--- src/sv/lsk_pkg.sv ---
// Shared constants and types for the keyed-removal LIFO stack.
`timescale 1ns / 1ps
`default_nettype none

package lsk_pkg;

    localparam int DEPTH_DEFAULT    = 8;
    localparam int KEY_BITS_DEFAULT = 16;

    localparam logic [1:0] KIND_PUSH   = 2'd0;
    localparam logic [1:0] KIND_POP    = 2'd1;
    localparam logic [1:0] KIND_REMOVE = 2'd2;

    localparam logic [1:0] STATUS_DONE    = 2'd0;
    localparam logic [1:0] STATUS_FULL    = 2'd1;
    localparam logic [1:0] STATUS_EMPTY   = 2'd2;
    localparam logic [1:0] STATUS_MISSING = 2'd3;

    // Per-cell controls driven by the stack controller.
    typedef struct packed {
        logic push;     // a push transfer that fits
        logic remove;   // a remove transfer
        logic valid;    // cell holds a stored key
        logic is_load;  // cell is the first free place
        logic is_top;   // cell holds the top key
    } cell_ctrl_t;

endpackage

`default_nettype wire

--- src/sv/lsk_cell.sv ---
// One stack cell: holds a key, compares it and shifts down on a removal.
`timescale 1ns / 1ps
`default_nettype none

module lsk_cell #(
    parameter int KEY_BITS = lsk_pkg::KEY_BITS_DEFAULT
) (
    input  wire logic               clk,
    input  wire lsk_pkg::cell_ctrl_t ctrl,
    input  wire logic [KEY_BITS-1:0] key,
    input  wire logic               any_hit,
    input  wire logic [KEY_BITS-1:0] up_data,
    input  wire logic [KEY_BITS-1:0] top_in,
    input  wire logic               hit_in,
    output logic [KEY_BITS-1:0]     data,
    output logic [KEY_BITS-1:0]     top_out,
    output logic                    hit_out
);

    logic [KEY_BITS-1:0] data_reg;
    logic [KEY_BITS-1:0] data_next;
    logic                match;
    logic                shift;

    assign match   = ctrl.valid && (data_reg == key);
    assign hit_out = hit_in || match;
    // The topmost match is at or below this cell when nothing above matched.
    assign shift   = ctrl.remove && any_hit && !hit_in;
    assign top_out = ctrl.is_top ? data_reg : top_in;
    assign data    = data_reg;

    always_comb
    begin
        data_next = data_reg;
        if (ctrl.push && ctrl.is_load)
        begin
            data_next = key;
        end
        else if (shift)
        begin
            data_next = up_data;
        end
    end

    always_ff @(posedge clk)
    begin
        data_reg <= data_next;
    end

endmodule

`default_nettype wire

--- src/sv/lifo_stack_with_keyed_removal.sv ---
// Top level: LIFO stack of keys with push, pop and remove of the topmost matching key.
//
//   Channel   Ports                         Handshake
//   command   start, busy, kind, key        transfer when start && !busy
//   result    done, status, value,          done high for one cycle, no stall
//             occupancy
//
// Every command settles combinationally: the compare in each cell and the ripple of
// the match flag down the row of cells settle within the cycle of the transfer.
// The result appears with done in the cycle after the command transfer.
// busy stays low, so a command may be given in every cycle.
// Reset empties the stack; stored keys are not cleared.
// The result side cannot stall; each result is shown for exactly one cycle.
`timescale 1ns / 1ps
`default_nettype none

module lifo_stack_with_keyed_removal #(
    parameter int DEPTH    = lsk_pkg::DEPTH_DEFAULT,
    parameter int KEY_BITS = lsk_pkg::KEY_BITS_DEFAULT,
    localparam int CNT_W   = $clog2(DEPTH + 1)
) (
    input  wire logic                clk,
    input  wire logic                rst_n,
    input  wire logic                start,
    output logic                     busy,
    input  wire logic [1:0]          kind,
    input  wire logic [KEY_BITS-1:0] key,
    output logic                     done,
    output logic [1:0]               status,
    output logic [KEY_BITS-1:0]      value,
    output logic [CNT_W-1:0]         occupancy
);

    logic                accept;
    logic                full;
    logic                empty;
    logic                any_hit;
    logic                push_ok;
    logic                remove_cmd;

    logic [CNT_W-1:0]    count_reg;
    logic [CNT_W-1:0]    count_next;
    logic                done_reg;
    logic [1:0]          status_reg;
    logic [1:0]          status_next;
    logic [KEY_BITS-1:0] value_reg;
    logic [KEY_BITS-1:0] value_next;

    logic [KEY_BITS-1:0] data_w [DEPTH];
    logic [KEY_BITS-1:0] top_w  [DEPTH+1];
    logic                hit_w  [DEPTH+1];

    assign busy       = 1'b0;
    assign accept     = start && !busy;
    assign full       = (count_reg == CNT_W'(DEPTH));
    assign empty      = (count_reg == '0);
    assign push_ok    = accept && (kind == lsk_pkg::KIND_PUSH) && !full;
    assign remove_cmd = accept && (kind == lsk_pkg::KIND_REMOVE);
    assign any_hit    = hit_w[0];

    assign hit_w[DEPTH] = 1'b0;
    assign top_w[DEPTH] = '0;

    for (genvar i = 0; i < DEPTH; i++)
    begin : g_cell
        lsk_pkg::cell_ctrl_t ctrl;
        logic [KEY_BITS-1:0] up_data;

        assign ctrl.push    = push_ok;
        assign ctrl.remove  = remove_cmd;
        assign ctrl.valid   = (count_reg > CNT_W'(i));
        assign ctrl.is_load = (count_reg == CNT_W'(i));
        assign ctrl.is_top  = (count_reg == CNT_W'(i + 1));

        if (i == DEPTH - 1)
        begin : g_top
            assign up_data = data_w[i];
        end
        else
        begin : g_mid
            assign up_data = data_w[i+1];
        end

        lsk_cell #(
            .KEY_BITS (KEY_BITS)
        ) u_cell (
            .clk     (clk),
            .ctrl    (ctrl),
            .key     (key),
            .any_hit (any_hit),
            .up_data (up_data),
            .top_in  (top_w[i+1]),
            .hit_in  (hit_w[i+1]),
            .data    (data_w[i]),
            .top_out (top_w[i]),
            .hit_out (hit_w[i])
        );
    end

    always_comb
    begin
        count_next  = count_reg;
        status_next = lsk_pkg::STATUS_DONE;
        value_next  = '0;
        case (kind)
            lsk_pkg::KIND_PUSH:
            begin
                if (full)
                begin
                    status_next = lsk_pkg::STATUS_FULL;
                end
                else
                begin
                    count_next = count_reg + CNT_W'(1);
                end
            end
            lsk_pkg::KIND_POP:
            begin
                if (empty)
                begin
                    status_next = lsk_pkg::STATUS_EMPTY;
                end
                else
                begin
                    count_next = count_reg - CNT_W'(1);
                    value_next = top_w[0];
                end
            end
            lsk_pkg::KIND_REMOVE:
            begin
                if (any_hit)
                begin
                    count_next = count_reg - CNT_W'(1);
                    value_next = key;
                end
                else
                begin
                    status_next = lsk_pkg::STATUS_MISSING;
                end
            end
            default:
            begin
                status_next = lsk_pkg::STATUS_DONE;
            end
        endcase
    end

    always_ff @(posedge clk or negedge rst_n)
    begin
        if (!rst_n)
        begin
            count_reg <= '0;
            done_reg  <= 1'b0;
        end
        else
        begin
            done_reg <= accept;
            if (accept)
            begin
                count_reg <= count_next;
            end
        end
    end

    always_ff @(posedge clk)
    begin
        if (accept)
        begin
            status_reg <= status_next;
            value_reg  <= value_next;
        end
    end

    assign done      = done_reg;
    assign status    = status_reg;
    assign value     = value_reg;
    assign occupancy = count_reg;

endmodule

`default_nettype wire
--- config.mk ---
export PLATFORM = sky130hd
export DESIGN_NAME = lifo_stack_with_keyed_removal
export DESIGN_NICKNAME = d
export VERILOG_FILES = /design/src/sv/lsk_pkg.sv /design/src/sv/lsk_cell.sv /design/src/sv/lifo_stack_with_keyed_removal.sv
export SDC_FILE = /design/constraint.sdc
export NUM_CORES = 1
export LEC_CHECK = 0
export BUFFER_PORTS_ARGS = -buffer_cell sky130_fd_sc_hd__buf_2
export CELL_PAD_IN_SITES_DETAIL_PLACEMENT = 0
export CELL_PAD_IN_SITES_GLOBAL_PLACEMENT = 1
export CORE_ASPECT_RATIO = 1.25
export CORE_MARGIN = 2
export CORE_UTILIZATION = 45
export DETAILED_ROUTE_END_ITERATION = 8
export PLACE_DENSITY = 0.83
export SETUP_SLACK_MARGIN = 0.02
export SLEW_MARGIN = 20
export SYNTH_ARGS = -nofsm -noshare
export SYNTH_HDL_FRONTEND = slang
export SYNTH_SLANG_ARGS = --single-unit
--- constraint.sdc ---
create_clock -name clk -period 3.05 [get_ports clk]
set_input_delay 0.1525 -clock clk [delete_from_list [all_inputs] [get_ports clk]]
set_output_delay 0.1525 -clock clk [all_outputs]
set_load 0.02 [all_outputs]
# Word level (Yosys, flattened, before mapping)
# Index checks and enable logic that the tools add are counted.
[totals]
reg_bits = 151
latch_bits = 0
mem_bits_rw = 0
rom_bits = 0
inputBits = 21
output_inout_bits = 24
n_memories = 0
[op_classes]
n_addsub = 2
n_mul = 0
n_div = 0
n_lt_le_gt_ge = 8
eq_ne = 21
shifts = 0
mux = 33
bitwise_logic = 0
n_reduce_logical = 53
[op_table]
columns = ["operator", "n"]
rows = [
  ["16-bit 2-to-1 mux", 24],
  ["16-bit == test", 8],
  ["16-bit one-hot mux with 2 select lines", 1],
  ["1-bit logical AND", 27],
  ["4-bit by 3-bit == test with 1-bit output (second input constant)", 4],
  ["4-bit by 3-bit > comparator with 1-bit output (second input constant)", 4],
  ["2-bit nonzero test", 7],
  ["4-bit 2-to-1 mux", 3],
  ["4-bit one-hot mux with 3 select lines", 1],
  ["4-bit by 2-bit == test with 1-bit output (second input constant)", 2],
  ["4-bit by 1-bit > comparator with 1-bit output (second input constant)", 2],
  ["4-bit by 2-bit > comparator with 1-bit output (second input constant)", 2],
  ["1-bit logical NOT", 8],
  ["1-bit logical OR", 7],
  ["2-bit one-hot mux with 3 select lines", 1],
  ["5-bit AND reduction", 1],
  ["4-bit by 1-bit adder with 4-bit output (second input constant)", 1],
  ["4-bit by 1-bit == test with 1-bit output (second input constant)", 1],
  ["4-bit == test (second input constant)", 1],
  ["4-bit logical NOT", 1],
  ["2-bit 2-to-1 mux", 2],
  ["2-bit != test (second input constant)", 2],
  ["4-bit by 1-bit subtractor with 4-bit output (second input constant)", 1],
  ["3-bit nonzero test", 1],
  ["other kinds (5)", 5],
]

# Depth between registers and ports, before layout
[logic_depth]
word_depth = 13
depth_mapped = 11

# Cells and area by module
# From an unflattened synthesis, not the netlist that was laid out.
[unflattened]
hier_cells = 729
hier_area_um2 = 10113.4
[by_module_without_submodules]
columns = ["module", "instances", "cells_per_inst", "area_each_um2", "seq_area_each_um2"]
rows = [
  ["lsk_cell", 8, 76, 1086.0, 480.5],
  ["lifo_stack_with_keyed_removal", 1, 121, 1425.1, 665.6],
]

# Least setup slack after synthesis
# Ideal clock, no wire load.
[synth_path]
kind = "register -> register"
startpoint = "register count_reg[1] (netlist: occupancy[1])"
endpoint = "register g_cell[3].u_cell.data_reg[0], enable pin"
setup_time_ns = 0.411
arrival_time_ns = 2.938
t_required_ns = 2.639
path_slack_ns = -0.299
stages_incl_launch_ff = 8
synth_period_minus_slack_ns = 3.349
cell_sequence = "dfrtp_1 inv_1 ha_1 and3_1 buf_2 or2_1 buf_2 o21ai_0"
[synth_between]
elab_chain_len = 12
[synth_lines]
columns = ["item", "line_no", "rtl"]
rows = [
  ["from (decl)", "lifo_stack_with_keyed_removal.sv:41", "logic [CNT_W-1:0] count_reg;"],
  ["from (signal assigned)", "lifo_stack_with_keyed_removal.sv:160", "count_reg <= count_next;"],
  ["4-bit by 3-bit > comparator with 1-bit output", "lifo_stack_with_keyed_removal.sv:71", "assign ctrl.valid = (count_reg > CNT_W'(i));"],
  ["1-bit logical AND", "lsk_cell.sv:25", "assign match = ctrl.valid && (data_reg == key);"],
  ["1-bit logical OR (7 in a row)", "lsk_cell.sv:26", "assign hit_out = hit_in || match;"],
  ["1-bit logical AND", "-", ""],
  ["1-bit logical AND", "lsk_cell.sv:28", "assign shift = ctrl.remove && any_hit && !hit_in;"],
  ["2-bit nonzero test (no line) (*)", "-", ""],
  ["to (signal assigned)", "lsk_cell.sv:47", "data_reg <= data_next;"],
  ["to (decl)", "lsk_cell.sv:20", "logic [KEY_BITS-1:0] data_reg;"],
]
# Mark *: on every way between the ends. The rest lies on a longest branch, timed or not.
# A chain may end at the register's enable or synchronous reset.

# Worst setup path after layout
[layout_path]
startpoint = "register count_reg[1] (netlist: occupancy[1])"
endpoint = "register g_cell[0].u_cell.data_reg[2], enable pin"
[layout_between]
elab_chain_len = 12
[layout_lines]
columns = ["item", "line_no"]
rows = [
  ["4-bit by 3-bit > comparator with 1-bit output", "lifo_stack_with_keyed_removal.sv:71"],
  ["1-bit logical AND", "lsk_cell.sv:25"],
  ["1-bit logical OR (7 in a row)", "lsk_cell.sv:26"],
  ["1-bit logical AND", "-"],
  ["1-bit logical AND", "lsk_cell.sv:28"],
  ["2-bit nonzero test (no line) (*)", "-"],
  ["to (signal assigned)", "lsk_cell.sv:47"],
  ["to (decl)", "lsk_cell.sv:20"],
]
# Marked as above.

==> results by group <==
Status
  • Status: completed

Drt
  • Iteration-0 DRC Markers: 527
  • DR vias/cell: 5.60
  • Max Used Layer: met4
  • Routed Antenna Nets: 0
  • Pre-Repair DR Iteration Count: 5
  • Met3 WL: 835 um
  • DR vias: 6328
  • Wire per inst: 21.2 um
  • DRC viols: 0
  • Final wirelength: 23900 um
  • Met2 wire len: 12700 um
  • WL met1: 9870 um

Synth
  • Synthesized Nets: 782
  • Synth area leaders: edfxtp_1 (48%), mux2_2 (14%), xnor2_1 (9.2%)
  • Cell Area, Synth: 9200 um2
  • Number of flops mapped to enable cells by yosys: 146
  • Asr flop ratio synth: 0.0331
  • Top cell type's share of synthesized area: 0.477
  • Mean Syn Cell Area: 12.2 um2
  • Number of synthesized register bits: 151
  • Sequential-to-total area share from yosys stat: 0.490
  • Yosys cell types: 55
  • Top cells by count, synth: edfxtp_1 (146), mux2_2 (112), xnor2_1 (97)
  • Main synth FF type: edfxtp_1
  • Syn Inst Count: 752
  • Synth warn: 0
  • Most frequent cell after synthesis: edfxtp_1
  • Cell taking the most area after synthesis: edfxtp_1

STA
  • Fin Setup TNS: 0 ns
  • Final Hold Vio Count: 0
  • Unrepaired setup endpoints after global routing: false
  • Worst Slack Setup Final: 0.175 ns
  • Final setup viols: 0
  • Max-slew violation count: 0
  • Worst-margin pin slew: 0.735 ns
  • Fmax achieved: 348 MHz
  • Worst rel slew slack: 0.510
  • Final Cycle Share: 0.943
  • Minimum clock period: 2.88 ns
  • Skew final: 0.0128 ns

GRT
  • First-pass GRT wire length: 37800 um
  • Total track usage: 0.229
  • Initial antenna violation count: 0
  • Grt total ovfl: 0
  • Largest net degree at the start of global routing: 34
  • Vias in the first global route: 6636

Clocking
  • H-tree Lvls: 4
  • Clock-pin slew on the worst setup and hold paths: 0.06 ns
  • Latest clock arrival within the worst-skew pair: 0.44 ns
  • Clock Sinks: 151
  • Root buffer cell: clkbuf_16
  • Total CTS buffers: 17
  • Clock Tree Buf Depth: 2
  • TritonCTS clock tree: yes

Floorplan
  • IO Pins: 45
  • Die Wd: 132 um
  • Starting density of the core: 0.458
  • Die Span Y: 164 um
  • Site row count: 58
  • Placeable Area: 20100 um2
  • Die area: 21600 um2

Critical path
  • WP depth: 10
  • Crit path from: occupancy[1]$_DFFE_PN0P_
  • Top delay family on crit path: simple AND/OR/NAND/NOR gates
  • Startpoint type of the worst setup path: flip-flop
  • Critical path, cell by cell: inv_1, ha_1, a2111oi_2, nand3_1, nor4_4, nor4_2, nand4b_1, a21o_1, o22ai_4, buf_12
  • CP max stage delay: 0.43 ns
  • CP endpoint kind: flip-flop
  • Worst-path maximum fanout: 16
  • R2R Path Start: occupancy[1]$_DFFE_PN0P_
  • Worst r2r dst: g_cell[0].u_cell.data[2]$_DFFE_PP_
  • CP Class: flip-flop to flip-flop
  • Reg2Reg Setup Slack: 0.17 ns
  • Critical Path End: g_cell[0].u_cell.data[2]$_DFFE_PP_
  • CP max stage cell: dfrtp_1
  • Length in cells of the worst reg-to-reg path: 10
  • Required @ worst endpoint: 3.20 ns
  • Worst Path Buf+Inv: 2
  • Critical Path AT: 3.02 ns

Finish
  • P&R area growth vs syn: 18.3%
  • Share of post-route cells with drive strength above 1: 0.375
  • Reg area: 4510 um2
  • Cell Count, Final, Fillers Out: 1131
  • Multi-input gate area in the final layout: 4360 um2
  • Final #Nets: 878
  • Number of diodes: 0
  • Max reg flops: 128
  • FILL cells: 1723
  • Final core occ: 0.541
  • Final instance area: 10900 um2

Min path
  • Worst min path class: primary input to asynchronous set/reset pin

Pwr
  • Pwr Density: 603 nW/um2
  • P_leak: 3.76 nW
  • Peak supply drop: 0.398 mV

Placed design
  • IO Port Bufs: 43
  • GPL Wtd Cong: 0.911
  • Setup WS pre-CTS: -0.256 ns
  • Dpl cells: 1096
  • DP Area: 10200 um2
  • DPL Wire Length: 18400 um

Run
  • Number of max-cap violations: 0
## worst min-delay path by stage
stage	from	end	slack [ns]
6_report	rst_n	done$_DFF_PN0_	0.05
3_3_place_gp	rst_n	done$_DFF_PN0_	-0.04
2_1_floorplan	rst_n	done$_DFF_PN0_	-0.14
5_1_grt	rst_n	done$_DFF_PN0_	0.06
3_5_place_dp	rst_n	done$_DFF_PN0_	-0.03
4_1_cts	rst_n	done$_DFF_PN0_	0.05
## layout make-up
class                      instances  share of cell area
sequential                       151               0.414
multi-input combinational        527               0.401
timing repair buffer             146              0.0991
clock buffer                      17              0.0391
tap                              270              0.0310
clock inverter                    15              0.0141
inverter                           5             0.00172
## metal layers
metal / up-vias / track usage
met5: - / 0
met4: 0 / 0.0781
met3: 27 / 0.0296
met2: 182 / 0.422
met1: 3103 / 0.277
li1: 3016 / -
## logic make-up after synthesis
logic type	synth area share
fa+ha+maj	0.0122
simple gates	0.0856
buf+inv	0.0396
flops	0.490
mux	0.141
xor+xnor	0.124
compound gates	0.107
other cells	0.000408
## cell usage in the layout (no fill, tap or decap), types with 19 or more instances in the layout
cell type	n
a21oi_1	19
buf_2	43
buf_4	95
edfxtp_1	146
mux2_2	112
nand2_1	26
nand4_1	21
nor2_1	34
o21ai_0	40
xnor2_1	97
xor2_1	33
## report_power, final
| group | switching, W | internal (W) |
|---|---|---|
| clock network | 0.000954 | 0.00116 |
| registers | 0.0000740 | 0.00238 |
| logic | 0.00121 | 0.000786 |
## per-stage QoR
| step | hold WS, ns | power (W) |
|---|---|---|
| 2_1_floorplan | -0.143 | 0.00373 |
| 6_report | 0.0530 | 0.00656 |
| 4_1_cts | 0.0452 | 0.00656 |
| 3_3_place_gp | -0.0360 | 0.00444 |
| 3_5_place_dp | -0.0341 | 0.00445 |
| 5_1_grt | 0.0630 | 0.00684 |
## worst register-to-register path, stage by stage (launching register included)
cell and delay, ns:
dfrtp_1 0.43, inv_1 0.08, ha_1 0.25, a2111oi_2 0.35
nand3_1 0.18, nor4_4 0.35, nor4_2 0.09, nand4b_1 0.21
a21o_1 0.27, o22ai_4 0.18, buf_12 0.19
## repair_timing
| item | CTS | global route |
|---|---|---|
| buffers inserted | 2 | 0 |
| gates resized for setup | 2 | 3 |
| pin swaps | 1 | 0 |
| hold buffers | 1 | 0 |
| hold endpoints to repair | 5 | 0 |
| setup endpoints to repair | 32 | 48 |
Power figures use the tool's default switching activity.
